### src/rtl/core/sliding_window_median_unit_defines.svh
// Assertion macros used by the top-level RTL file.
`ifndef SLIDING_WINDOW_MEDIAN_UNIT_DEFINES_SVH
`define SLIDING_WINDOW_MEDIAN_UNIT_DEFINES_SVH

`ifndef SYNTH
`define SWM_ASSERT(lbl, clk, rst, prop) \
  lbl: assert property (@(posedge clk) disable iff (rst) prop) \
    else $error("sliding window median assertion failed");
`define SWM_ASSERT_ALWAYS(lbl, clk, prop) \
  lbl: assert property (@(posedge clk) prop) \
    else $error("sliding window median assertion failed");
`else
`define SWM_ASSERT(lbl, clk, rst, prop)
`define SWM_ASSERT_ALWAYS(lbl, clk, prop)
`endif

`endif

### src/rtl/core/swm_pkg.sv
package swm_pkg;

  localparam int MAX_WINDOW = 64;
  localparam int DATA_W = 32;
  localparam int IDX_W = $clog2(MAX_WINDOW);
  localparam int CNT_W = $clog2(MAX_WINDOW + 1);

  typedef struct packed {
    logic start;
    logic remove;
    logic insert;
    logic load;
  } swm_cmd_t;

  typedef struct packed {
    logic has_result;
  } swm_sts_t;

endpackage

### src/rtl/core/swm_ctrl.sv
module swm_ctrl (
  input  logic              clk,
  input  logic              rst,
  input  logic              in_valid,
  output logic              in_ready,
  output logic              out_valid,
  input  logic              out_ready,
  input  swm_pkg::swm_sts_t sts,
  output swm_pkg::swm_cmd_t cmd
);
  import swm_pkg::*;

  typedef enum logic [1:0] {
    S_IDLE,
    S_REMOVE,
    S_INSERT,
    S_EMIT
  } state_t;

  state_t state;
  logic   can_load;

  assign in_ready = (state == S_IDLE);
  assign can_load = !out_valid || out_ready;

  always_comb begin
    cmd = '0;
    cmd.start  = (state == S_IDLE) && in_valid;
    cmd.remove = (state == S_REMOVE);
    cmd.insert = (state == S_INSERT);
    cmd.load   = (state == S_EMIT) && sts.has_result && can_load;
  end

  always_ff @(posedge clk) begin
    if (rst) begin
      state     <= S_IDLE;
      out_valid <= 1'b0;
    end else begin
      if (out_valid && out_ready && !cmd.load) begin
        out_valid <= 1'b0;
      end
      unique case (state)
        S_IDLE: begin
          if (in_valid) begin
            state <= S_REMOVE;
          end
        end
        S_REMOVE: begin
          state <= S_INSERT;
        end
        S_INSERT: begin
          state <= S_EMIT;
        end
        S_EMIT: begin
          if (!sts.has_result) begin
            state <= S_IDLE;
          end else if (can_load) begin
            out_valid <= 1'b1;
            state     <= S_IDLE;
          end
        end
        default: begin
          state <= S_IDLE;
        end
      endcase
    end
  end

endmodule

### config.mk
export PLATFORM = sky130hd
export DESIGN_NAME = swm_ctrl
export DESIGN_NICKNAME = d
export VERILOG_FILES = /design/src/rtl/core/sliding_window_median_unit_defines.svh /design/src/rtl/core/swm_pkg.sv /design/src/rtl/core/swm_ctrl.sv
export SDC_FILE = /design/constraint.sdc
export NUM_CORES = 1
export LEC_CHECK = 0
export BUFFER_PORTS_ARGS = -buffer_cell sky130_fd_sc_hd__buf_4
export CAP_MARGIN = 20
export CORE_AREA = 2 2 39 41
export CTS_BUF_LIST = sky130_fd_sc_hd__clkbuf_2 sky130_fd_sc_hd__clkbuf_4 sky130_fd_sc_hd__clkbuf_8
export DETAILED_ROUTE_END_ITERATION = 8
export DIE_AREA = 0 0 41 43
export PLACE_DENSITY = 0.46
export SLEW_MARGIN = 20
export SYNTH_ARGS = -nofsm -noshare
export SYNTH_HDL_FRONTEND = slang
export SYNTH_SLANG_ARGS = --single-unit
export TNS_END_PERCENT = 30
### constraint.sdc
create_clock -name clk -period 2 [get_ports clk]
set_input_delay 0.3 -clock clk [delete_from_list [all_inputs] [get_ports clk]]
set_output_delay 0.3 -clock clk [all_outputs]
set_load 0.005 [all_outputs]
# == Word level (Yosys, flattened, before mapping) ==
# Index checks and enable logic that the tools add are counted.
# op_classes
n_eq_ne,5
mux,8
reduce_logical,10
# ops
cell,count
one-hot mux 2 bit (4 select lines),1
two-way mux 2 bit,3
logical AND 1 bit,5
"== test 2 bit, second input constant",2
two-way mux 1 bit,4
"!= test 3 bit, second input constant",1
"== test 2 x 1 -> 1 bit, second input constant",1
logical NOT 1 bit,2
logical NOT 2 bit,1
"!= test 2 bit, second input constant",1
AND reduction 2 bit,1
logical OR 1 bit,1
# word_totals
ff_bits,3
out_inout_bits,6
elab_cells,25

# == Depth between registers and ports, before layout ==
# Gate-level depths: netlist of the first run.
# logic_depth
word_depth,9
mapped_depth,5

# == Worst setup path before layout of the first run ==
# Ideal clock, no wire load.
# synth_path
path_kind,reg2reg
startpoint,register state[0]
endpoint,register state[1]
arrival_time_ns,1.026
t_required_ns,1.884
setup_slack_ns,0.857
path_stages_with_launch,6
path_buffers,0
synth_period_minus_slack_ns,1.143
cell_sequence,dfxtp_1 -> inv_1 -> ha_1 -> nand2b_1 -> a211oi_2 -> a41o_1
# synth_between
elab_chain_len,3
elab_cells_between_ends,8
classes_between,eq/ne (5); mux (1); reduce/logical (2)
# synth_lines
element,line_no,source
start: declaration,swm_ctrl.sv:20,state_t state;
start signal: assignment,swm_ctrl.sv:36,state <= S_IDLE;
start signal: assignment,swm_ctrl.sv:45,state <= S_REMOVE;
start signal: assignment,swm_ctrl.sv:49,state <= S_INSERT;
logical NOT 2 bit *,--,
net in_ready,swm_ctrl.sv:5,"output logic in_ready,"
!= test 2 bit (no source line),--,
AND reduction 2 bit (no source line),--,
# Mark *: on every way through the listed nets, which the timed path passes. The rest lies on a longest branch.
# A chain may end at the register's enable or synchronous reset.

==> Implementation_results.wiki, run 1 <==
{| class="wikitable"
! Metric !! Value
|-
| Internal power of the cells || 282 uW
|-
| Count of maximum capacitance violations || 0
|-
| Library cells used by synthesis || 13
|-
| Hold-fix buffers at CTS || 0
|-
| Final cell count without fillers || 52
|-
| Overall power after layout || 426 uW
|-
| Cells on worst reg2reg path || 5
|-
| Largest area contributor in the netlist || sky130_fd_sc_hd__dfxtp_1
|-
| Actual transition at the worst max-transition pin || around 180 ps
|-
| Worst Path Required || ~1700 ps
|-
| TritonCTS clock tree || yes
|-
| Post-Place Cells || 48
|-
| Synthesis warning total || 0
|-
| Outcome || complete, no violations
|-
| Cell count after synthesis || 22
|-
| Detail-routed via count per cell || approximately 3.8
|-
| Via Count || roughly 200
|-
| Number of search-and-repair iterations in the first detailed-routing pass || 2
|-
| Residual DRC count || 0
|-
| ANT cells || 0
|-
| Share of the clock period used by the worst path after layout || roughly three quarters
|-
| Die height || 43 um
|-
| Dominant cell by count in the synthesized netlist || sky130_fd_sc_hd__ha_1
|-
| Width of the die || 41 um
|-
| Area enclosed by the die boundary || 0.00176 sq mm
|-
| Initial standard-cell utilization of the core || between 10% and 20%
|-
| CTS max path bufs || 2
|-
| Dominant synthesized flop cell || sky130_fd_sc_hd__dfxtp_1
|-
| Headroom to the max-slew limit || 87.9%
|-
| Post-Syn Nets || 31
|-
| IO Pins || 11
|-
| Share of flip-flops with an asynchronous set or reset || 0%
|-
| Register area share after synthesis || 27.6%
|-
| Fraction of power consumed by combinational cells || 48.2%
|-
| Relative area change from synthesis to final layout || 57.5%
|-
| Global router's overall resource usage || under 10%
|-
| Total setup buffers inserted after CTS || 0
|-
| Antenna violations before repair || 0
|-
| Clock Tree Root || sky130_fd_sc_hd__clkbuf_4
|-
| PnR worst setup slack || 519 ps
|-
| RSZ-0062 raised after global routing || no
|-
| IR Drop Worst-Case VDD || roughly 0.51 mV
|-
| Number of input and output port buffers inserted || 10
|-
| Register bit total from synthesis || 3
|-
| H-tree depth || 1
|-
| First-pass GRT wire length || 800 um
|-
| Share of post-route cells with drive strength above 1 || roughly 44%
|-
| Classification of the worst setup path || flip-flop to output pin
|-
| Worst-Skew Late Latency || approximately 230 ps
|-
| Number of max-slew violations in the final report || 0
|-
| Setup clock skew after layout || ~1.3 ps
|-
| Total global routing overflow || 0
|-
| Quantity of gates resized following cts || 0
|-
| Switching portion of total power || 33.7%
|-
| Number of synthesized flops with an enable pin || 0
|-
| Clock network power share || between 20% and 30%
|-
| Final TNS setup || 0 ps
|-
| Data arrival time of the worst path || 1180 ps
|-
| Total CTS buffers || 3
|-
| CP startpoint kind || flip-flop
|-
| First-iteration detailed-routing DRC count || 1
|-
| Wirelength per Cell || between 8 and 9 um
|-
| Share of the synthesized area in the top cell type || between 20 and 30%
|-
| Final core area utilization || between 20% and 30%
|-
| Leak || between 0.00015 and 0.0002 uW
|-
| Cell area after synthesis || around 220 sq um
|-
| Area of the core || ~0.0014 sq mm
|-
| Antenna Violating Nets Remaining || 0
|-
| Number of instances on the worst hold path || 2
|-
| Fraction of power consumed by sequential logic || 23.8%
|-
| Final WL || 425 um
|-
| Count of final setup violators || 0
|-
| Clock Pin Slew Worst Setup and Hold Paths || about 40 ps
|-
| Maximum number of pins on one net before global-route repair || 5
|-
| Minimum clock period after layout || approximately 1500 ps
|-
| Row count || 14
|-
| Final-stage net count || 46
|-
| Maximum clock frequency || approximately 0.68 GHz
|-
| Maximum fanout along the worst path || 4
|-
| Setup WS pre-CTS || between 700 and 800 ps
|-
| Average cell area after synthesis || 9.90 sq um
|-
| Clk sinks || 3
|-
| Min-delay worst type || primary input to flip-flop
|-
| Vias in the first global route || 202
|-
| Net load switching power || roughly 140 uW
|-
| GPL Wtd Cong || between 0.5 and 0.6
|-
| Endpoints failing hold || 0
|-
| Top cells by area in the synthesized netlist || sky130_fd_sc_hd__dfxtp_1 (28%), sky130_fd_sc_hd__ha_1 (23%), sky130_fd_sc_hd__nand4b_4 (11%), sky130_fd_sc_hd__a211oi_2 (5.7%), sky130_fd_sc_hd__nand2b_1 (5.7%)
|-
| Commonest cells in the netlist || sky130_fd_sc_hd__ha_1 (4), sky130_fd_sc_hd__dfxtp_1 (3), sky130_fd_sc_hd__inv_1 (3)
|-
| Total of fill cells in the finished design || approximately 160
|-
| P per Cell Area || around 1200 mW/mm^2
|-
| Worst Setup End Kind || output pin
|}
[power groups by stage]
stage,Combinational (uW),Clock [uW],Sequential [uW]
detailed placement,208,0,103
CTS,209,127,102
global route,240,133,107
finish,205,119,101
floorplan,116,0,98.9
global placement,213,0,104
[through the flow]
stage                     cell area [sq um]  hold WS, ps
after CTS                               343          253
after detailed placement                313          504
final                                   343          262
after global routing                    343          256
after floorplan                         218          369
after global placement                  313          503
[critical path, stage by stage, from the launching register on]
cell                      delay (ps)
sky130_fd_sc_hd__dfxtp_1         360
sky130_fd_sc_hd__inv_1            80
sky130_fd_sc_hd__ha_1            240
sky130_fd_sc_hd__and2_1          140
sky130_fd_sc_hd__buf_4           130
[placed cells by master (no fill, tap or decap), types with 2 or more instances in the layout]
cell and instances:
sky130_fd_sc_hd__buf_4 10, sky130_fd_sc_hd__ha_1 4, sky130_fd_sc_hd__clkbuf_4 4, sky130_fd_sc_hd__inv_1 3, sky130_fd_sc_hd__dfxtp_1 3, sky130_fd_sc_hd__nand2b_1 2
sky130_fd_sc_hd__a21oi_1 2
[flip-flops by register name (all words and copies together) (netlist names)]
name,count
out_valid,1
state,2
[path summary, 6_finish.rpt]
check	startpoint	to	slack, ps
worst max register to register	state[0]	state[1]	790
worst min register to register	state[0]	state[0]	550
worst min-delay path	rst	out_valid	260
worst max-delay path	state[0]	cmd[3]	520
[cell type report]
cell class,instances,area (sq um),share of cell area [%]
clock buffers,4,30.0,8.76
flip-flops and latches,3,60.1,17.5
multi-input cells,16,146,42.7
inverters,3,11.3,3.28
repair buffers,10,75.1,21.9
well taps,16,20.0,5.84
[routing by layer]
metal / GRT usage (%) / up-vias / routed length [um]
met5: 0 / - / 0
met4: 6.00 / 0 / 0
met3: 4.71 / 0 / 61
met2: 9.38 / 13 / 181
met1: 7.37 / 83 / 182
li1: - / 103 / -
[cells by family after synthesis]
group                      after synthesis  synth area share [%]
adders and majority gates                4                  23.0
and+or+nand+nor                          7                  25.9
AOI/OAI and AO/OA                        5                  18.4
DFF                                      3                  27.6
buffers and inverters                    3                  5.17
(Power assumes the default switching activity.)
==> inputs of run 2 (changes only) <==
clock period = 1.55 ns   (was 2 ns; I/O delays follow)
==> Implementation_results.wiki, run 2 (synthesis gave the netlist of run 1 again) <==
{| class="wikitable"
! Metric !! Value
|-
| Outcome || complete, no violations
|-
| Reg-to-reg critical path endpoint || state[1]
|-
| Width of the die || slightly above 40 um
|-
| Clock Tree Root || sky130_fd_sc_hd__clkbuf_4
|-
| Fraction of power consumed by combinational cells || a little under half
|-
| Hold Path End || out_valid
|-
| Actual transition at the worst max-transition pin || 171 ps
|-
| Post-DP Area || ~310 sq um
|-
| FF/Latch Area || between 60 and 70 sq um
|-
| Reg2Reg Launch Point || state[0]
|-
| Number of max-slew violations in the final report || 0
|-
| Crit-path leading delay family || flip-flops
|-
| Count of maximum capacitance violations || 0
|-
| Initial standard-cell utilization of the core || about 16%
|-
| Final TNS setup || 0 ps
|-
| Internal power of the cells || approximately 360 uW
|-
| Clock network power share || about 28%
|-
| Critical-path cell with the highest stage delay || sky130_fd_sc_hd__dfxtp_1
|-
| Area enclosed by the die boundary || 0.00176 sq mm
|-
| Multi-input logic area || roughly 150 sq um
|-
| Number of instances on the worst hold path || 2
|-
| Net load switching power || approximately 190 uW
|-
| H-tree depth || 1
|-
| P per Cell Area || approximately 1600 mW/mm^2
|-
| Classification of the worst setup path || flip-flop to output pin
|-
| Final WL || ~440 um
|-
| Fraction of power consumed by sequential logic || 24.2%
|-
| Clock Pin Slew Worst Setup and Hold Paths || about 40 ps
|-
| First-iteration detailed-routing DRC count || 3
|-
| IO Pins || 11
|-
| ANT cells || 0
|-
| Maximum fanout along the worst path || 4
|-
| Clk sinks || 3
|-
| Final core area utilization || ~25%
|-
| Headroom to the max-slew limit || approximately nine tenths
|-
| Most frequent standard cell in the layout excluding fill and tap cells || sky130_fd_sc_hd__buf_4
|-
| Final instance area || between 300 and 400 sq um
|-
| Maximum clock frequency || approximately 0.71 GHz
|-
| Row count || 14
|-
| Maximum number of pins on one net before global-route repair || 5
|-
| Min-delay worst type || primary input to flip-flop
|-
| Wirelength per Cell || 8.37 um
|-
| Total setup buffers inserted after CTS || 0
|-
| Worst Setup End Kind || output pin
|-
| IR Drop Worst-Case VDD || approximately 0.54 mV
|-
| Final-stage net count || 46
|-
| Slowest Stage Delay on Critical Path || 370 ps
|-
| Biggest regs || state x2, out_valid x1
|-
| Quantity of gates resized following cts || 0
|-
| CP startpoint kind || flip-flop
|-
| Highest-count cells in the layout ignoring fill and taps || sky130_fd_sc_hd__buf_4 (10), sky130_fd_sc_hd__ha_1 (4), sky130_fd_sc_hd__clkbuf_4 (4), sky130_fd_sc_hd__inv_1 (3), sky130_fd_sc_hd__dfxtp_1 (3)
|-
| Residual DRC count || 0
|-
| Leak || 0.000181 uW
|-
| Global router's overall resource usage || between 7 and 8%
|-
| Die height || roughly 43 um
|-
| Hold-fix buffers at CTS || 0
|-
| Data arrival time of the worst path || ~1200 ps
|-
| Hpwl dp || approximately 350 um
|-
| First-pass GRT wire length || 779 um
|-
| Count of final setup violators || 0
|-
| Cell Chain, Critical Path || inv_1 -> ha_1 -> and2_1 -> buf_4
|-
| CTS max path bufs || 2
|-
| Total CTS buffers || 3
|-
| Internal reg-to-reg setup slack || approximately 340 ps
|-
| GPL Wtd Cong || between 0.6 and 0.7
|-
| Share of the clock period used by the worst path after layout || around nine tenths
|-
| Antenna violations before repair || 0
|-
| Worst Path Required || approximately 1300 ps
|-
| Register with the most flip-flops || state
|-
| Number of buffers and inverters on the critical path || 2
|-
| RSZ-0062 raised after global routing || no
|-
| Cells on worst reg2reg path || 5
|-
| Flip-flop count of the largest register after layout || 2
|-
| Switching portion of total power || 33.9%
|-
| Setup clock skew after layout || approximately 0.49 ps
|-
| Endpoints failing hold || 0
|-
| Area of the core || 0.00138 sq mm
|-
| Number of search-and-repair iterations in the first detailed-routing pass || 4
|-
| Worst-Skew Late Latency || 230 ps
|-
| Total of fill cells in the finished design || 152
|-
| Worst Min Path Start || rst
|-
| Total global routing overflow || 0
|-
| Vias in the first global route || around 190
|-
| Antenna Violating Nets Remaining || 0
|-
| Minimum clock period after layout || around 1400 ps
|-
| Via Count || 199
|-
| Detail-routed via count per cell || roughly 3.8
|-
| Relative area change from synthesis to final layout || 57.5%
|-
| Number of input and output port buffers inserted || 10
|-
| Share of post-route cells with drive strength above 1 || 44.4%
|-
| TritonCTS clock tree || yes
|}
[run 2: cell counts in the layout (fill, tap and decap cells not counted)]
No cell type changed its count.
[run 2: per-layer routing]
layer	vias up	share of wire [%]	global-route usage [%]
li1	104	-	-
met1	81	49	8.36
met2	14	38	8.44
met3	0	12	6.28
met4	0	0	6.00
met5	-	0	0
[run 2: how the worst max path moves through the flow]
stage              from  endpoint  slack (ps)  cells after the start
3_3_place_gp   state[0]  state[1]         350                      5
3_5_place_dp   state[0]  state[1]         330                      5
2_1_floorplan  state[0]  state[1]         410                      5
5_1_grt        state[0]    cmd[3]          30                      4
4_1_cts        state[0]    cmd[3]         120                      4
6_report       state[0]    cmd[3]         140                      4
[run 2: area by class of cell]
class / instances / area share, %
Multi-Input combinational cell: 16 / 42.7
Timing Repair Buffer: 10 / 21.9
Sequential cell: 3 / 17.5
Clock buffer: 4 / 8.76
Tap cell: 16 / 5.84
Inverter: 3 / 3.28
[run 2: power groups by stage]
stage               Combinational, uW  Clock [uW]  Sequential [uW]
floorplan                         150           0              128
global placement                  271           0              136
detailed placement                265           0              135
CTS                               266         162              133
global route                      301         179              139
finish                            263         153              133
[run 2: metrics by stage]
stage | hold WS, ps | cells | total power, uW | setup slack (ps)
6_report | 187 | 52 | 549 | 135
5_1_grt | 177 | 52 | 619 | 31.9
4_1_cts | 178 | 52 | 562 | 116
3_5_place_dp | 429 | 48 | 400 | 332
3_3_place_gp | 428 | 48 | 407 | 346
2_1_floorplan | 302 | 22 | 277 | 407
==> inputs of run 3 (changes only) <==
ABC_AREA = 1   (was default)
==> Implementation_results.wiki, run 3 <==
{| class="wikitable"
! Metric !! Value
|-
| Outcome || complete, no violations
|-
| CP startpoint kind || flip-flop
|-
| Residual DRC count || 0
|-
| Relative area change from synthesis to final layout || 57.5%
|-
| Total CTS buffers || 3
|-
| Share of the clock period used by the worst path after layout || approximately 90%
|-
| Average cell area after synthesis || approximately 6.8 sq um
|-
| GPL Wtd Cong || between 0.6 and 0.7
|-
| Cell area after synthesis || around 220 sq um
|-
| Maximum fanout along the worst path || 4
|-
| Most frequent standard cell in the layout excluding fill and tap cells || sky130_fd_sc_hd__buf_4
|-
| Number of synthesized flops with an enable pin || 0
|-
| Clock Tree Root || sky130_fd_sc_hd__clkbuf_4
|-
| Antenna violations before repair || 0
|-
| Flip-flop count of the largest register after layout || 2
|-
| Classification of the worst setup path || flip-flop to output pin
|-
| Number of search-and-repair iterations in the first detailed-routing pass || 2
|-
| Post-DP Area || between 300 and 400 sq um
|-
| First-pass GRT wire length || 690 um
|-
| Slowest Stage Delay on Critical Path || approximately 370 ps
|-
| Min-delay worst type || primary input to flip-flop
|-
| CTS max path bufs || 2
|-
| Area enclosed by the die boundary || approximately 0.0018 sq mm
|-
| Setup clock skew after layout || ~0.61 ps
|-
| H-tree depth || 1
|-
| Share of flip-flops with an asynchronous set or reset || 0%
|-
| Final instance area || between 300 and 400 sq um
|-
| Hold-fix buffers at CTS || 0
|-
| Number of max-slew violations in the final report || 0
|-
| Row count || 14
|-
| Detail-routed via count per cell || roughly 3.5
|-
| ANT cells || 0
|-
| Wirelength per Cell || 6.74 um
|-
| Die height || between 40 and 50 um
|-
| Actual transition at the worst max-transition pin || approximately 140 ps
|-
| Endpoints failing hold || 0
|-
| Cell count after synthesis || 32
|-
| Number of input and output port buffers inserted || 10
|-
| Via Count || 219
|-
| Share of post-route cells with drive strength above 1 || a little over a third
|-
| Initial standard-cell utilization of the core || between 15 and 20%
|-
| Register with the most flip-flops || state
|-
| Antenna Violating Nets Remaining || 0
|-
| Highest-count cells in the layout ignoring fill and taps || sky130_fd_sc_hd__buf_4 (10), sky130_fd_sc_hd__inv_1 (8), sky130_fd_sc_hd__nand2_1 (6), sky130_fd_sc_hd__nor2_1 (6)
|-
| Count of final setup violators || 0
|-
| Number of buffers and inverters on the critical path || 3
|-
| Final TNS setup || 0 ps
|-
| Critical-path cell with the highest stage delay || sky130_fd_sc_hd__dfxtp_1
|-
| Quantity of gates resized following cts || 0
|-
| Data arrival time of the worst path || roughly 1100 ps
|-
| Maximum number of pins on one net before global-route repair || 5
|-
| Post-Syn Nets || 41
|-
| Worst Setup End Kind || output pin
|-
| P per Cell Area || about 1600 mW/mm^2
|-
| Commonest cells in the netlist || sky130_fd_sc_hd__inv_1 (8), sky130_fd_sc_hd__nand2_1 (6), sky130_fd_sc_hd__nor2_1 (6)
|-
| First-iteration detailed-routing DRC count || 1
|-
| Overall power after layout || 550 uW
|-
| Worst Path Required || approximately 1300 ps
|-
| Clock Pin Slew Worst Setup and Hold Paths || roughly 40 ps
|-
| Share of the synthesized area in the top cell type || around 28%
|-
| Register bit total from synthesis || 3
|-
| IO Pins || 11
|-
| IR Drop Worst-Case VDD || 0.351 mV
|-
| Total global routing overflow || 0
|-
| Library cell appearing most often on the critical path || sky130_fd_sc_hd__inv_1
|-
| Minimum clock period after layout || roughly 1400 ps
|-
| Count of maximum capacitance violations || 0
|-
| Worst-Skew Late Latency || around 230 ps
|-
| TritonCTS clock tree || yes
|-
| Setup WS pre-CTS || ~420 ps
|-
| Top cells by area in the synthesized netlist || sky130_fd_sc_hd__dfxtp_1 (28%), sky130_fd_sc_hd__ha_1 (23%), sky130_fd_sc_hd__inv_1 (14%), sky130_fd_sc_hd__nand2_1 (10%), sky130_fd_sc_hd__nor2_1 (10%)
|-
| Maximum clock frequency || 0.734 GHz
|-
| Library cells used by synthesis || 9
|-
| Largest area contributor in the netlist || sky130_fd_sc_hd__dfxtp_1
|-
| Register area share after synthesis || between 20 and 30%
|-
| Biggest regs || state x2, out_valid x1
|-
| Final-stage net count || 56
|-
| Width of the die || 41 um
|-
| Cell Chain, Critical Path || inv_1 -> ha_1 -> nand2_1 -> inv_1 -> buf_4
|-
| Total setup buffers inserted after CTS || 0
|-
| Global router's overall resource usage || 6.12%
|-
| Final WL || around 420 um
|-
| Clk sinks || 3
|-
| Dominant synthesized flop cell || sky130_fd_sc_hd__dfxtp_1
|-
| Dominant cell by count in the synthesized netlist || sky130_fd_sc_hd__inv_1
|-
| PnR worst setup slack || roughly 190 ps
|-
| Headroom to the max-slew limit || between 90% and 100%
|-
| Hpwl dp || ~360 um
|-
| Area of the core || approximately 0.0014 sq mm
|-
| Vias in the first global route || 218
|-
| RSZ-0062 raised after global routing || no
|-
| Leak || just under 0.0002 uW
|-
| Crit-path leading delay family || flip-flops
|-
| Synthesis warning total || 0
|}
-- run 3: changes by cell type after synthesis, sizes merged --
cell | previous run | this run
a41o | 1 | 0
nor2 | 1 | 7
inv | 3 | 8
nand2b | 2 | 0
nand4b | 1 | 0
nand3 | 0 | 1
a211oi | 2 | 0
nor2b | 1 | 0
and2 | 1 | 0
nand2 | 1 | 7
-- run 3: kinds of logic after synthesis --
group | share of synthesized area [%]
fa+ha+maj | 23.0
simple gates | 31.0
buf+inv | 13.8
compound gates | 4.60
flops | 27.6
-- run 3: worst paths after layout --
path                               start   endpoint  slack, ps  depth (start not counted)
worst max-delay path            state[0]     cmd[3]        190                          5
worst min-delay path                 rst  out_valid        160                          2
worst min register to register  state[0]   state[0]        530                          2
worst max register to register  state[0]   state[1]        460                          6
-- run 3: stage by stage --
step	cells	hold slack, ps	util, %
5_1_grt	62	162	24.8
2_1_floorplan	32	305	-
3_3_place_gp	58	403	22.6
3_5_place_dp	58	404	22.6
4_1_cts	62	154	24.8
6_report	62	163	24.8
-- run 3: worst reg2reg max path: cells and delay by family, from the launching register on --
kind	cells	cell delay, ps
flip-flops	1	370
AND/OR/NAND/NOR	4	300
adder cells (fa/ha/maj)	1	230
buffers and inverters	1	80
-- run 3: area by class of cell --
| type | instances | area (sq um) |
|---|---|---|
| inverters | 8 | 30.0 |
| repair buffers | 10 | 75.1 |
| clock buffers | 4 | 30.0 |
| multi-input cells | 21 | 128 |
| well taps | 16 | 20.0 |
| fillers | 162 | 1040 |
| flip-flops and latches | 3 | 60.1 |
-- run 3: metal layers --
metal	routed length (um)	GRT usage (%)	part of all wire, %	vias up
met4	0	8.00	0	0
met2	226	9.38	54	4
met1	164	5.13	39	95
met5	0	0	0	-
li1	-	-	-	120
met3	27	1.57	6.5	0
-- run 3: where the power goes --
group,internal (uW),switching (uW),total [uW]
clock,114,38.6,152
combinational,140,128,268
sequential,104,25.6,130
total,358,192,550
